## src/sv/qrrs_pkg.sv

```systemverilog
// ----------------------------------------------------------------------------
// qrrs_pkg
// Shared types, widths and status codes for the quadratic real-root solver.
// ----------------------------------------------------------------------------
package qrrs_pkg;

    // coefficient width, signed with 8 fraction bits
    localparam int COEF_WIDTH = 16;
    localparam int ROOT_WIDTH = 32;
    localparam int FRAC_SHIFT = 16;

    // discriminant, signed and magnitude
    localparam int DISC_W = 2 * COEF_WIDTH + 2;
    localparam int DMAG_W = DISC_W - 1;

    // square root: one result bit per stage
    localparam int SQRT_W = COEF_WIDTH + 1;
    localparam int RAD_W  = 2 * SQRT_W;
    localparam int SREM_W = SQRT_W + 3;

    // numerator -b +/- s and the division
    localparam int NUM_W  = COEF_WIDTH + 3;
    localparam int NMAG_W = NUM_W - 1;
    localparam int DIV_W  = COEF_WIDTH + 1;
    localparam int DVD_W  = NMAG_W + FRAC_SHIFT;
    localparam int DREM_W = DIV_W + 1;

    localparam int QUEUE_DEPTH = 4;

    typedef enum logic [1:0] {
        ST_TWO   = 2'd0,
        ST_ONE   = 2'd1,
        ST_NONE  = 2'd2,
        ST_AZERO = 2'd3
    } root_status_t;

    typedef struct packed {
        logic signed [COEF_WIDTH-1:0] coef_a;
        logic signed [COEF_WIDTH-1:0] coef_b;
        logic signed [COEF_WIDTH-1:0] coef_c;
    } coef_t;

    typedef struct packed {
        root_status_t                 root_status;
        logic signed [ROOT_WIDTH-1:0] root_plus;
        logic signed [ROOT_WIDTH-1:0] root_minus;
        logic                         saturated;
    } roots_t;

    // classified item handed from front to back
    typedef struct packed {
        root_status_t                 status;
        logic signed [COEF_WIDTH-1:0] coef_a;
        logic signed [COEF_WIDTH-1:0] coef_b;
        logic        [DMAG_W-1:0]     disc;
    } job_t;

endpackage

```

## src/sv/qrrs_front.sv

```systemverilog
// ----------------------------------------------------------------------------
// qrrs_front
// Registers coefficients, forms the discriminant and classifies the item.
// ----------------------------------------------------------------------------
module qrrs_front import qrrs_pkg::*; (
    input  logic  aclk,
    input  logic  aresetn,
    input  logic  s_valid,
    output logic  s_ready,
    input  coef_t s_data,
    output logic  job_valid,
    input  logic  job_ready,
    output job_t  job_data
);

    logic                           adv;
    logic                           in_vld_reg;
    coef_t                          in_reg;
    logic                           pr_vld_reg;
    logic signed [COEF_WIDTH-1:0]   a_reg;
    logic signed [COEF_WIDTH-1:0]   b_reg;
    logic signed [2*COEF_WIDTH-1:0] bb_reg;
    logic signed [2*COEF_WIDTH-1:0] ac_reg;
    logic signed [DISC_W-1:0]       disc;

    // both stages move together while the last one is empty or the queue takes it
    assign adv     = !pr_vld_reg || job_ready;
    assign s_ready = adv;

    // valid bits
    always_ff @(posedge aclk) begin
        if (!aresetn) begin
            in_vld_reg <= 1'b0;
            pr_vld_reg <= 1'b0;
        end else if (adv) begin
            in_vld_reg <= s_valid;
            pr_vld_reg <= in_vld_reg;
        end
    end

    // input register, then the two products
    always_ff @(posedge aclk) begin
        if (adv) begin
            in_reg <= s_data;
            a_reg  <= in_reg.coef_a;
            b_reg  <= in_reg.coef_b;
            bb_reg <= in_reg.coef_b * in_reg.coef_b;
            ac_reg <= in_reg.coef_a * in_reg.coef_c;
        end
    end

    // discriminant and classification
    always_comb begin
        disc            = DISC_W'(bb_reg) - (DISC_W'(ac_reg) <<< 2);
        job_data.coef_a = a_reg;
        job_data.coef_b = b_reg;
        job_data.disc   = disc[DMAG_W-1:0];
        if (a_reg == '0) begin
            job_data.status = ST_AZERO;
        end else if (disc[DISC_W-1]) begin
            job_data.status = ST_NONE;
        end else if (disc == '0) begin
            job_data.status = ST_ONE;
        end else begin
            job_data.status = ST_TWO;
        end
    end

    assign job_valid = pr_vld_reg;

endmodule

```

## config.mk

```make
export PLATFORM = sky130hd
export DESIGN_NAME = qrrs_front
export DESIGN_NICKNAME = d
export VERILOG_FILES = /design/src/sv/qrrs_pkg.sv /design/src/sv/qrrs_front.sv
export SDC_FILE = /design/constraint.sdc
export NUM_CORES = 1
export LEC_CHECK = 0
export BUFFER_PORTS_ARGS = -buffer_cell sky130_fd_sc_hd__clkbuf_2
export CORE_ASPECT_RATIO = 1.5
export CORE_MARGIN = 10
export CORE_UTILIZATION = 36
export DETAILED_ROUTE_END_ITERATION = 6
export GPL_TIMING_DRIVEN = 0
export PLACE_DENSITY = 0.5
export RECOVER_POWER = 50
export SLEW_MARGIN = 15
export SYNTH_ARGS = -nofsm -noshare
export SYNTH_HDL_FRONTEND = slang
export SYNTH_SLANG_ARGS = --single-unit
```

## constraint.sdc

```tcl
create_clock -name aclk -period 15.6 [get_ports aclk]
set_input_delay 2.34 -clock aclk [delete_from_list [all_inputs] [get_ports aclk]]
set_output_delay 2.34 -clock aclk [all_outputs]
set_load 0.02 [all_outputs]
```

==> results.yml <==
outcome:
  status: "finished with violations"
  violations: "max-capacitance violations, max-slew violations"
setup_path:
  rr_worst_depth: 21
  criticalPathCategory: "input pin to primary output"
  cp.arrival_ns: 6.66
  critPathLaunchType: "input pin"
  critical_r2r_launch: "in_reg[47]"
  worst_path_dominant_cell_family: "buffers and inverters"
  cp_slowest_stage_delay_ns: 2.11
  critical_path.max_fanout: 51
  worst-path-buf-inv: 3
  reg2reg_setup_slack_ns: 7.60
  worstSetupEndpointType: "primary output"
  cp_data_required_time_ns: 13.26
  worstReg2RegEnd: "ac_reg[31]"
  cp_slowest_cell: "sky130_fd_sc_hd__clkbuf_1"
  worst_path_most_repeated_cell: "sky130_fd_sc_hd__clkbuf_2"
  crit_chain: "clkbuf_2, nand2b_1, clkbuf_1, clkbuf_2"
clock_network:
  cts.repair.resized: 0
  cts-root-to-sink-buffers: 2
  post_cts_buffers: 0
  tritoncts: "done"
  cts_root_buffer: "sky130_fd_sc_hd__clkbuf_16"
  cts.hold.buffers_added: 0
  htree_num_levels: 4
  clk_transition_reported_paths_ns: 0.08
  numClockSinks: 144
  numCtsBuffers: 17
  clk_latency_ns: 0.50
route:
  routed-via-count: 16738
  detail_route.first_pass.iterations: 7
  vias_per_std_cell: 4.754
  drc: 0
  route.final.wire_length_microns: 64000
  antenna_left: 0
  avgRoutedWirePerCell_microns: 18.18
  dr.first_iter.drc_count: 745
sta:
  report.final.setup_viol: 0
  report.final.slew_viol_count: 150
  tightest_slew_ns: 2.931
  period_share_pct: 57.72
  final_hold_viol_count: 0
  skew_ns: 0.01277
  rsz0062_at_grt: "false"
  totalNegativeSetupSlack_ns: 0
  maxSlewHeadroom_pct: -95.37
  clock.fmax_mhz: 111.1
  timing.final.crit_period_ns: 9.004
floorplan:
  fp.coreArea_sq_um: 68070
  core.rowCount: 117
  initial_core_util_pct: 36.45
  die_height_microns: 341.6
  die_area_sq_um: 80050
  die_w_microns: 234.4
  ios: 121
logic_synthesis:
  compound_gate_fraction_of_synth_area_pct: 6.202
  yosysTopAreaCell: "sky130_fd_sc_hd__fa_1"
  yosys_register_bits: 144
  synth.yosys.seq_area_share_pct: 17.34
  synth_fa_ha_area_share_pct: 50.08
  synth_area_sq_um: 24820
  syn-num-nets: 3221
  syn_inst: 2474
  async_reset_ff_share_pct: 0
  post_synth.cell_area_avg_sq_um: 10.03
  area_share_of_xor_xnor_cells_in_the_synthesized_design_pct: 3.812
  synth_simple_gate_area_share_pct: 11.39
  synthFlopType: "sky130_fd_sc_hd__edfxtp_1"
  synth_top_family_by_area: "adder cells"
  synth_top_cells_by_area: "sky130_fd_sc_hd__fa_1 (40%), sky130_fd_sc_hd__edfxtp_1 (17%), sky130_fd_sc_hd__ha_1 (10%)"
  yosys.area.top_type_share_pct: 40.09
  synth_edf_count: 142
  muxShareOfSynthArea_pct: 0.1613
  netlist-cell-type-count: 70
  yosys_warnings: 0
hold_path:
  startpoint_of_the_tightest_hold_check_path: "in_reg[31]"
  min_path_type: "flop to flop"
  min_delay_endpoint: "b_reg[15]"
  min_path_cells: 0
grt:
  grt_start_max_net_pins: 55
  grt_first_pass_wirelength_microns: 103300
  antenna_violations_before_repair: 1
  grt_use_total_pct: 16.85
  number_of_global_route_vias_before_repair: 18846
  overall_overflow_remaining_after_global_route: 0
place:
  io_buffers: 119
  placed_cells: 3489
  finalWeightedCongestion: 0.9261
  hpwl_dp_microns: 55610
finish:
  synthToLayoutAreaGrowth_pct: 9.519
  fillers: 6789
  final_common_cell: "sky130_fd_sc_hd__inv_1"
  final_core_utilization_pct: 39.92
  flip_flop_count_of_the_largest_register_all_copies_and_words_added: 48
  diode_insertion_count_for_antenna_repair: 0
  layoutNonFillerInstCount: 3521
  seq_area_sq_um: 4304
  post_route_cells_drive_above_1_share_pct: 6.695
  most-common-layout-cells: "sky130_fd_sc_hd__inv_1 (660), sky130_fd_sc_hd__fa_1 (497), sky130_fd_sc_hd__nand2_1 (223)"
  multi_input_comb_area_sq_um: 17790
  finalNetCount: 3363
run:
  cap_viol_max_count: 3
-- cell families after synthesis --
family                   Yosys count
adder cells (fa/ha/maj)          695
multiplexers                       4
AO/OA/AOI/OAI                    220
XOR/XNOR                         108
flip-flops                       144
buffers and inverters            722
AND/OR/NAND/NOR                  580
other                              1
-- cell usage after synthesis (3+ instances only) --
master / n
sky130_fd_sc_hd__xnor2_1: 83
sky130_fd_sc_hd__a211oi_1: 5
sky130_fd_sc_hd__inv_1: 660
sky130_fd_sc_hd__o21bai_1: 17
sky130_fd_sc_hd__buf_4: 3
sky130_fd_sc_hd__xor2_1: 25
sky130_fd_sc_hd__o31ai_1: 7
sky130_fd_sc_hd__a21oi_1: 62
sky130_fd_sc_hd__o211a_1: 5
sky130_fd_sc_hd__a2111oi_0: 4
sky130_fd_sc_hd__and2_1: 163
sky130_fd_sc_hd__a31oi_1: 9
sky130_fd_sc_hd__nor2_1: 91
sky130_fd_sc_hd__nor4_1: 9
sky130_fd_sc_hd__nor3_1: 17
sky130_fd_sc_hd__nand4_1: 7
sky130_fd_sc_hd__fa_1: 497
sky130_fd_sc_hd__a31o_2: 5
sky130_fd_sc_hd__or3_1: 8
sky130_fd_sc_hd__edfxtp_1: 142
sky130_fd_sc_hd__clkbuf_1: 56
sky130_fd_sc_hd__nand3_1: 17
sky130_fd_sc_hd__nand2b_1: 14
sky130_fd_sc_hd__o21ai_0: 23
sky130_fd_sc_hd__nand2_1: 223
sky130_fd_sc_hd__o211ai_1: 4
sky130_fd_sc_hd__mux2i_1: 4
sky130_fd_sc_hd__and3_1: 9
sky130_fd_sc_hd__o21a_1: 7
sky130_fd_sc_hd__a21o_1: 37
sky130_fd_sc_hd__nand3b_1: 3
sky130_fd_sc_hd__or2_2: 3
sky130_fd_sc_hd__ha_1: 198
sky130_fd_sc_hd__nor2b_1: 9
sky130_fd_sc_hd__o2111ai_1: 4
-- metrics by stage --
step	hold WS [ns]	setup WS, ns	area (sq um)
floorplan	0.4244	7.312	24820
global placement	0.4421	4.571	26530
detailed placement	0.4348	7.599	26620
CTS	0.4641	7.587	27240
global route	0.4881	6.001	27180
finish	0.4649	6.596	27180
-- how the worst max path moves through the flow --
stage,from,endpoint,slack (ns),depth (start not counted)
after floorplan,job_ready,s_ready,7.31,1
after global placement,job_ready,s_ready,4.57,3
after detailed placement,in_reg[47],ac_reg[31],7.60,21
after CTS,in_reg[47],ac_reg[31],7.59,21
after global routing,job_ready,s_ready,6.00,4
final,job_ready,s_ready,6.60,4
-- metal layers --
metal | vias up | global-route usage [%] | wire length [microns]
met2 | 360 | 31.45 | 35310
met5 | - | 0 | 0
met3 | 103 | 2.419 | 2213
li1 | 7799 | - | -
met1 | 8476 | 18.23 | 23610
met4 | 0 | 7.842 | 2863
-- worst reg2reg max path, cell delays in order (launching register included) --
cell	delay (ns)
sky130_fd_sc_hd__edfxtp_1	0.62
sky130_fd_sc_hd__clkbuf_1	0.52
sky130_fd_sc_hd__nand2_1	0.20
sky130_fd_sc_hd__inv_1	0.16
sky130_fd_sc_hd__fa_1	0.54
sky130_fd_sc_hd__fa_1	0.91
sky130_fd_sc_hd__fa_1	0.53
sky130_fd_sc_hd__fa_1	0.51
sky130_fd_sc_hd__fa_1	0.49
sky130_fd_sc_hd__inv_1	0.05
sky130_fd_sc_hd__fa_1	0.47
sky130_fd_sc_hd__inv_1	0.04
sky130_fd_sc_hd__ha_1	0.33
sky130_fd_sc_hd__and3_1	0.25
sky130_fd_sc_hd__nand3_1	0.13
sky130_fd_sc_hd__nor2_1	0.08
sky130_fd_sc_hd__a221o_1	0.37
sky130_fd_sc_hd__or3_1	0.37
sky130_fd_sc_hd__a221oi_1	0.72
sky130_fd_sc_hd__o31ai_1	0.17
sky130_fd_sc_hd__a21oi_1	0.20
sky130_fd_sc_hd__xnor2_1	0.08
-- cell type report --
cell class                      count  area share (%)
Tap cell                          892           4.107
Timing Repair Buffer              123           2.251
Inverter                          660           9.116
Buffer                             62          0.9300
Sequential cell                   144           15.84
Clock buffer                       17           1.565
Multi-Input combinational cell   1608           65.47
Clock inverter                     15          0.7228
Power is not shown: default switching activity piles up to over one toggle a cycle in this logic, so the estimate is an artifact.
