[src/sv/qrrs_pkg.sv]
// ----------------------------------------------------------------------------
// qrrs_pkg
// Shared types, widths and status codes for the quadratic real-root solver.
// ----------------------------------------------------------------------------
package qrrs_pkg;

    // coefficient width, signed with 8 fraction bits
    localparam int COEF_WIDTH = 16;
    localparam int ROOT_WIDTH = 32;
    localparam int FRAC_SHIFT = 16;

    // discriminant, signed and magnitude
    localparam int DISC_W = 2 * COEF_WIDTH + 2;
    localparam int DMAG_W = DISC_W - 1;

    // square root: one result bit per stage
    localparam int SQRT_W = COEF_WIDTH + 1;
    localparam int RAD_W  = 2 * SQRT_W;
    localparam int SREM_W = SQRT_W + 3;

    // numerator -b +/- s and the division
    localparam int NUM_W  = COEF_WIDTH + 3;
    localparam int NMAG_W = NUM_W - 1;
    localparam int DIV_W  = COEF_WIDTH + 1;
    localparam int DVD_W  = NMAG_W + FRAC_SHIFT;
    localparam int DREM_W = DIV_W + 1;

    localparam int QUEUE_DEPTH = 4;

    typedef enum logic [1:0] {
        ST_TWO   = 2'd0,
        ST_ONE   = 2'd1,
        ST_NONE  = 2'd2,
        ST_AZERO = 2'd3
    } root_status_t;

    typedef struct packed {
        logic signed [COEF_WIDTH-1:0] coef_a;
        logic signed [COEF_WIDTH-1:0] coef_b;
        logic signed [COEF_WIDTH-1:0] coef_c;
    } coef_t;

    typedef struct packed {
        root_status_t                 root_status;
        logic signed [ROOT_WIDTH-1:0] root_plus;
        logic signed [ROOT_WIDTH-1:0] root_minus;
        logic                         saturated;
    } roots_t;

    // classified item handed from front to back
    typedef struct packed {
        root_status_t                 status;
        logic signed [COEF_WIDTH-1:0] coef_a;
        logic signed [COEF_WIDTH-1:0] coef_b;
        logic        [DMAG_W-1:0]     disc;
    } job_t;

endpackage

[src/sv/qrrs_queue.sv]
// ----------------------------------------------------------------------------
// qrrs_queue
// Small first-in first-out queue of classified items between front and back.
// ----------------------------------------------------------------------------
module qrrs_queue import qrrs_pkg::*; (
    input  logic aclk,
    input  logic aresetn,
    input  logic wr_valid,
    output logic wr_ready,
    input  job_t wr_data,
    output logic rd_valid,
    input  logic rd_ready,
    output job_t rd_data
);

    localparam int PTR_W = $clog2(QUEUE_DEPTH);

    job_t             mem_reg [QUEUE_DEPTH];
    logic [PTR_W-1:0] wptr_reg;
    logic [PTR_W-1:0] rptr_reg;
    logic [PTR_W:0]   count_reg;
    logic             push;
    logic             pop;

    assign wr_ready = count_reg != (PTR_W+1)'(QUEUE_DEPTH);
    assign rd_valid = count_reg != '0;
    assign rd_data  = mem_reg[rptr_reg];
    assign push     = wr_valid && wr_ready;
    assign pop      = rd_valid && rd_ready;

    // pointers and fill count
    always_ff @(posedge aclk) begin
        if (!aresetn) begin
            wptr_reg  <= '0;
            rptr_reg  <= '0;
            count_reg <= '0;
        end else begin
            if (push) wptr_reg <= wptr_reg + 1'b1;
            if (pop)  rptr_reg <= rptr_reg + 1'b1;
            count_reg <= count_reg + (PTR_W+1)'(push) - (PTR_W+1)'(pop);
        end
    end

    // storage
    always_ff @(posedge aclk) begin
        if (push) begin
            mem_reg[wptr_reg] <= wr_data;
        end
    end

endmodule

[config.mk]
export PLATFORM = sky130hd
export DESIGN_NAME = qrrs_queue
export DESIGN_NICKNAME = d
export VERILOG_FILES = /design/src/sv/qrrs_pkg.sv /design/src/sv/qrrs_queue.sv
export SDC_FILE = /design/constraint.sdc
export NUM_CORES = 1
export LEC_CHECK = 0
export ABC_AREA = 1
export BUFFER_PORTS_ARGS = -buffer_cell sky130_fd_sc_hd__buf_2
export CORE_ASPECT_RATIO = 0.5
export CORE_MARGIN = 2
export CORE_UTILIZATION = 24
export CTS_CLUSTER_SIZE = 25
export DETAILED_ROUTE_END_ITERATION = 12
export PLACE_DENSITY_LB_ADDON = 0.08
export SLEW_MARGIN = 10
export SYNTH_ARGS = -nofsm -noshare
export SYNTH_HDL_FRONTEND = slang
export SYNTH_SLANG_ARGS = --single-unit
export TNS_END_PERCENT = 30
[constraint.sdc]
create_clock -name aclk -period 11.9 [get_ports aclk]
set_input_delay 2.38 -clock aclk [delete_from_list [all_inputs] [get_ports aclk]]
set_output_delay 2.38 -clock aclk [all_outputs]
set_load 0.02 [all_outputs]
==> results.ini, run 1 <==
[worst_setup_path]
arrival_ns = 2.88
crit_required_ns = 9.52
critical_path_buf_inv_count = 2
cp-end-kind = primary output
cp_top_family = buffers and inverters
cp-start-kind = register
critical_path_class = reg2out
max_stage_delay_ns = 0.82
crit_chain = buf_4 -> o21ai_0 -> o22ai_1 -> buf_2
cp_slowest_cell = buf_4
critPathMaxFanout = 86

[global_route]
grt_remaining_overflow = 0
antenna_found_initial = 4
grt_pass1_wl_um = 39160
grt_usage = 0.1155
grt_max_degree = 135
first_global_vias = 6160

[route]
viasPerCell = 4.218
drt_iter0_drc = 344
wl_per_cell_um = 18.47
totalWireLength_um = 26730
ant_nets = 0
drc_errors = 0
dr.pass1.iters = 5
vias = 6103

[sta]
rsz0062_at_grt = false
clock.fmax_mhz = 190.2
tns_ns = 0
skew_ns = 0.01483
hold_ws_ns = 0.5090
finalSetupViolCount = 0
slew_headroom = 0.3150
finalMaxSlewViolations = 0
report.final.hold_viol_count = 0
worst_pin_slew_ns = 1.028
fin_crit_ns = 5.256
min_period_over_period = 0.4417

[cts]
cts_buffers = 28
cts_resized = 0
insertion_delay_ns = 0.55
cts_setup_buffers = 0
cts_hold_buf = 0
clk_pin_slew_ns = 0.06
clockBufferDepth = 3
clock_sinks = 277
cts-root-buf = clkbuf_16
h-tree-depth = 1
tritoncts = built

[logic_synthesis]
yosys_warnings = 0
ys_types = 21
yosysTopAreaCellShare = 0.7727
synth_common_cells = edfxtp_1, nor2_1, o21ai_0, o22ai_1
ys_ff_latch = 277
synth_fp_nets = 791
synthTopCellsByArea = edfxtp_1, o21ai_0, nor2_1, o22ai_1, dfxtp_1
synth-edff-count = 268
synth.most_common_cell = edfxtp_1
synth_ff_type = edfxtp_1
synthCells = 713
synth.avg_cell_area_um2 = 14.61
ys_seq_area_frac = 0.7900
syn_area_mm2 = 0.01041
yosysTopAreaCell = edfxtp_1
ys_async_sr_fraction = 0

[final_layout]
utilization = 0.2955
syn_to_final_growth_pct = 20.24
fin_cells = 1447
nFillCells = 4295
multiInputGateArea_mm2 = 0.001867
nNetsFinal = 926
seq_area_mm2 = 0.008233
largest_reg_flops = 268
layout-drive-gt1-share = 0.2224

[power_and_ir_drop]
p_leak_nw = 4.267
power.density_mw_per_mm2 = 218.3
power_mw = 2.734
peakVddDrop_mv = 0.1137

[die]
die_area_mm2 = 0.04518
rows = 53
dieWidth_um = 298.6
core_area_mm2 = 0.04237
start_util = 0.2458
io_pins = 140
dieHeight_um = 151.3

[min_path]
hold_class = reg2reg

[place]
port_buffers = 139
place_inst = 1395
gp_congestion = 0.6678
dp_hpwl_um = 14130

[run]
maxCapViolCount = 0

[outcome]
status = finished, final reports clean

cells in the final DEF, fill, tap and decap left out, types with 3 or more instances in the layout:
| master | synthesis | layout |
|---|---|---|
| edfxtp_1 | 268 | 268 |
| nor2_1 | 146 | 142 |
| buf_2 | 14 | 139 |
| o21ai_0 | 132 | 132 |
| o22ai_1 | 67 | 67 |
| clkbuf_16 | 0 | 29 |
| inv_1 | 14 | 14 |
| nand2_1 | 13 | 13 |
| buf_4 | 0 | 9 |
| clkinv_1 | 0 | 7 |
| dfxtp_1 | 9 | 7 |
| clkinv_2 | 0 | 6 |
| ha_1 | 6 | 6 |
| clkbuf_1 | 8 | 6 |
| nor2_4 | 0 | 4 |
| a21oi_1 | 4 | 4 |
| o21ai_1 | 3 | 3 |
| nand3_1 | 3 | 3 |
area by class of cell:
class | instances | share of cell area
clock inverters | 15 | 0.009491
clock buffers | 35 | 0.05975
inverters | 16 | 0.005295
flip-flops and latches | 277 | 0.6574
multi-input cells | 377 | 0.1491
well taps | 577 | 0.05765
repair buffers | 148 | 0.06094
diodes | 2 | 0.0003996
stage by stage:
step	setup WS (ns)	area, um^2
finish	6.644	12520
global route	6.394	12520
CTS	6.516	12520
detailed placement	7.122	11650
global placement	7.153	11650
floorplan	6.097	10420
logic make-up (layout without fill, tap and decap cells):
| logic type | after synthesis | after routing | share of synthesized area |
|---|---|---|---|
| flip-flops | 277 | 277 | 0.7900 |
| other | 0 | 2 | 0 |
| AND/OR/NAND/NOR | 162 | 162 | 0.05875 |
| AO/OA/AOI/OAI | 208 | 208 | 0.1085 |
| buffers and inverters | 59 | 214 | 0.03364 |
| adder cells (fa/ha/maj) | 7 | 7 | 0.009130 |
worst reg2reg max path, stage by stage, from the launching register on:
cell and delay [ns]:
dfxtp_1 0.41, nor2_1 0.10, nand2_1 0.17, nand2_1 0.28, nor2_4 0.74, buf_4 0.77
power by group:
| part | leakage, nW | internal (mW) | switching [mW] |
|---|---|---|---|
| clock network | 0.423 | 0.485 | 0.364 |
| logic | 1.31 | 0.177 | 0.478 |
| registers | 2.53 | 1.19 | 0.0402 |
path summary, 6_finish.rpt:
check	startpoint	endpoint	slack, ns	depth (start not counted)
setup reg to reg	count_reg[1]	mem_reg[1][46]	9.03	5
setup / recovery	register	rd_data[37]	6.64	4
hold reg to reg	rptr_reg[1]	register	0.51	2
hold / removal	rptr_reg[1]	register	0.51	2
layer usage:
layer	global-route usage	wire length, um	vias to the layer above
li1	-	-	2944
met1	0.1414	11560	3034
met2	0.2088	13580	91
met3	0.02740	1141	32
met4	0.02286	438	2
met5	0	13	-
No activity file was read; power rests on OpenSTA's default activity.
==> run 2: changes to the inputs <==
==> constraint.sdc (replaced) <==
create_clock -name aclk -period 4.7 [get_ports aclk]
set_input_delay 0.94 -clock aclk [delete_from_list [all_inputs] [get_ports aclk]]
set_output_delay 0.94 -clock aclk [all_outputs]
set_load 0.02 [all_outputs]
==> run 2 against run 1 <==
Total power rose to 2.5 times the previous value. Largest power group unchanged. Combinational power increased to 2.6 times the previous value. Clock-buffer cell count is the same. Register-to-register slack got worse by 6.7 ns. Final cell count shrank 0.14%. Clock skew is 0.0013 ns lower. Sequential power grew 150%.
==> results.ini, run 2 (synthesized netlist as in run 1, its figures left out) <==
[final_layout]
final_cell_mix = edfxtp_1, nor2_1, buf_2
seq_area_mm2 = 0.008233  ; unchanged
fin_cells = 1445  ; -0.14%
stdcell_area_mm2 = 0.01256  ; +0.27%
nNetsFinal = 925  ; -0.11%
layout-drive-gt1-share = 0.2191  ; -0.003204
nFillCells = 4266  ; -0.68%
utilization = 0.2963  ; +0.0007980
layout_commonest_cell = edfxtp_1
multiInputGateArea_mm2 = 0.001867  ; unchanged
largest_reg_flops = 268  ; unchanged
syn_to_final_growth_pct = 20.57

[sta]
clock.fmax_mhz = 301.7
rsz0062_at_grt = false
worst_pin_slew_ns = 1.127  ; +0.09914 ns
slew_headroom = 0.2489  ; -0.06610
min_period_over_period = 0.7052
tns_ns = 0  ; unchanged
finalSetupViolCount = 0  ; unchanged
report.final.hold_viol_count = 0  ; unchanged
fin_crit_ns = 3.314
finalMaxSlewViolations = 0  ; unchanged
hold_ws_ns = 0.4907  ; -0.01830 ns
timing.final.ws_setup_ns = 1.386  ; -5.258 ns
skew_ns = 0.01349  ; -0.001339 ns

[worst_setup_path]
crit_required_ns = 3.76  ; -5.76 ns
reg2reg_slack_ns = 2.32  ; -6.71 ns
endpoint = rd_data[51]
critical_path_class = reg2out
r2r_start = count_reg[1]
critPathMaxFanout = 134  ; +56%
r2r_end = mem_reg[1][46]
cp-start-kind = register
reg2reg_depth = 5  ; unchanged
cp-end-kind = primary output
arrival_ns = 2.37  ; -0.51 ns

[route]
drt_iter0_drc = 344  ; unchanged
totalWireLength_um = 26210  ; -2.0%
drc_errors = 0  ; unchanged
ant_nets = 0  ; unchanged
drt-met1-wl_um = 11340  ; -1.9%
dr.pass1.iters = 4  ; -1
wl_per_cell_um = 18.14  ; -1.8%
dr_wl_met2_um = 13580  ; about the same
wl_met3_um = 829  ; -27%
viasPerCell = 4.242  ; +0.57%
highest_layer = met5
vias = 6129  ; +0.43%

[die]
start_util = 0.2458  ; unchanged
io_pins = 140  ; unchanged
die_area_mm2 = 0.04518  ; unchanged
core_area_mm2 = 0.04237  ; unchanged
rows = 53  ; unchanged
dieWidth_um = 298.6  ; unchanged
dieHeight_um = 151.3  ; unchanged

[global_route]
grt_pass1_wl_um = 38580  ; -1.5%
antenna_found_initial = 3  ; -1
grt_usage = 0.1145  ; -0.0009845
grt_remaining_overflow = 0  ; unchanged
first_global_vias = 6208  ; +0.78%
grt_max_degree = 135  ; unchanged

[cts]
clock_sinks = 277  ; unchanged
tritoncts = built
cts_setup_buffers = 0  ; unchanged
h-tree-depth = 1  ; unchanged
insertion_delay_ns = 0.55  ; about the same
cts_buffers = 29  ; +3.6%
cts_resized = 0  ; unchanged
clockBufferDepth = 3  ; unchanged
cts_hold_buf = 0  ; unchanged
clk_pin_slew_ns = 0.06  ; about the same
cts-root-buf = clkbuf_16

[power_and_ir_drop]
peakVddDrop_mv = 0.3107  ; +170%
pwr-share-seq = 0.446  ; -0.004
power_frac_comb = 0.249  ; +0.009
power.density_mw_per_mm2 = 548.4  ; +150%
power_switching_share = 0.3242  ; +0.001381
p_leak_nw = 4.267  ; about the same
pwr-share-clk = 0.305  ; -0.006
power_mw = 6.886  ; +150%
p_sw_mw = 2.233  ; +150%
internal-power_mw = 4.653  ; +150%

[min_path]
hold_class = reg2reg

[place]
dpl_worst_slack_ns = 1.902  ; -5.221 ns
gp_congestion = 0.6647  ; -0.46%
place_inst = 1393  ; -0.14%
place_area_mm2 = 0.01171  ; +0.50%
port_buffers = 139  ; unchanged
dp_hpwl_um = 13210  ; -6.6%

[outcome]
status = finished, final reports clean

[run]
maxCapViolCount = 0  ; unchanged

## run 2: metal layers
metal | global-route usage | up-vias
li1 | - | 2942
met1 | 0.1391 | 3080
met2 | 0.2094 | 71
met3 | 0.02553 | 34
met4 | 0.02362 | 2
met5 | 0 | -
## run 2: final cells by class
type                            count  area share
Tap cell                          577     0.05749
Antenna cell                        1   0.0001993
Inverter                           16    0.005181
Multi-Input combinational cell    377      0.1487
Sequential cell                   277      0.6556
Timing Repair Buffer              146     0.06556
Clock inverter                     16    0.007672
Clock buffer                       35     0.05959
## run 2: worst max-delay path: stages, from the launching register on
cell and delay, ns:
dfxtp_4 0.36, inv_6 0.67, o21ai_0 0.16, o22ai_1 0.24, buf_2 0.22
## run 2: how the worst min path moves through the flow
| stage | start | to | slack [ns] | cells past startpoint |
|---|---|---|---|---|
| floorplan | rptr_reg[0] | register | 0.45 | 2 |
| global placement | rptr_reg[0] | rptr_reg[0] | 0.47 | 2 |
| detailed placement | rptr_reg[0] | rptr_reg[0] | 0.48 | 2 |
| CTS | rptr_reg[0] | rptr_reg[0] | 0.50 | 2 |
| global route | rptr_reg[0] | rptr_reg[0] | 0.54 | 2 |
| finish | rptr_reg[0] | rptr_reg[0] | 0.49 | 2 |
## run 2: power groups by stage
| stage | Sequential, mW | Clock, mW | Combinational, mW |
|---|---|---|---|
| after floorplan | 3.13 | 0 | 1.13 |
| after global placement | 3.12 | 0 | 1.79 |
| after detailed placement | 3.12 | 0 | 1.79 |
| after CTS | 3.07 | 2.18 | 1.79 |
| after global routing | 3.09 | 2.27 | 1.91 |
| final | 3.07 | 2.10 | 1.72 |
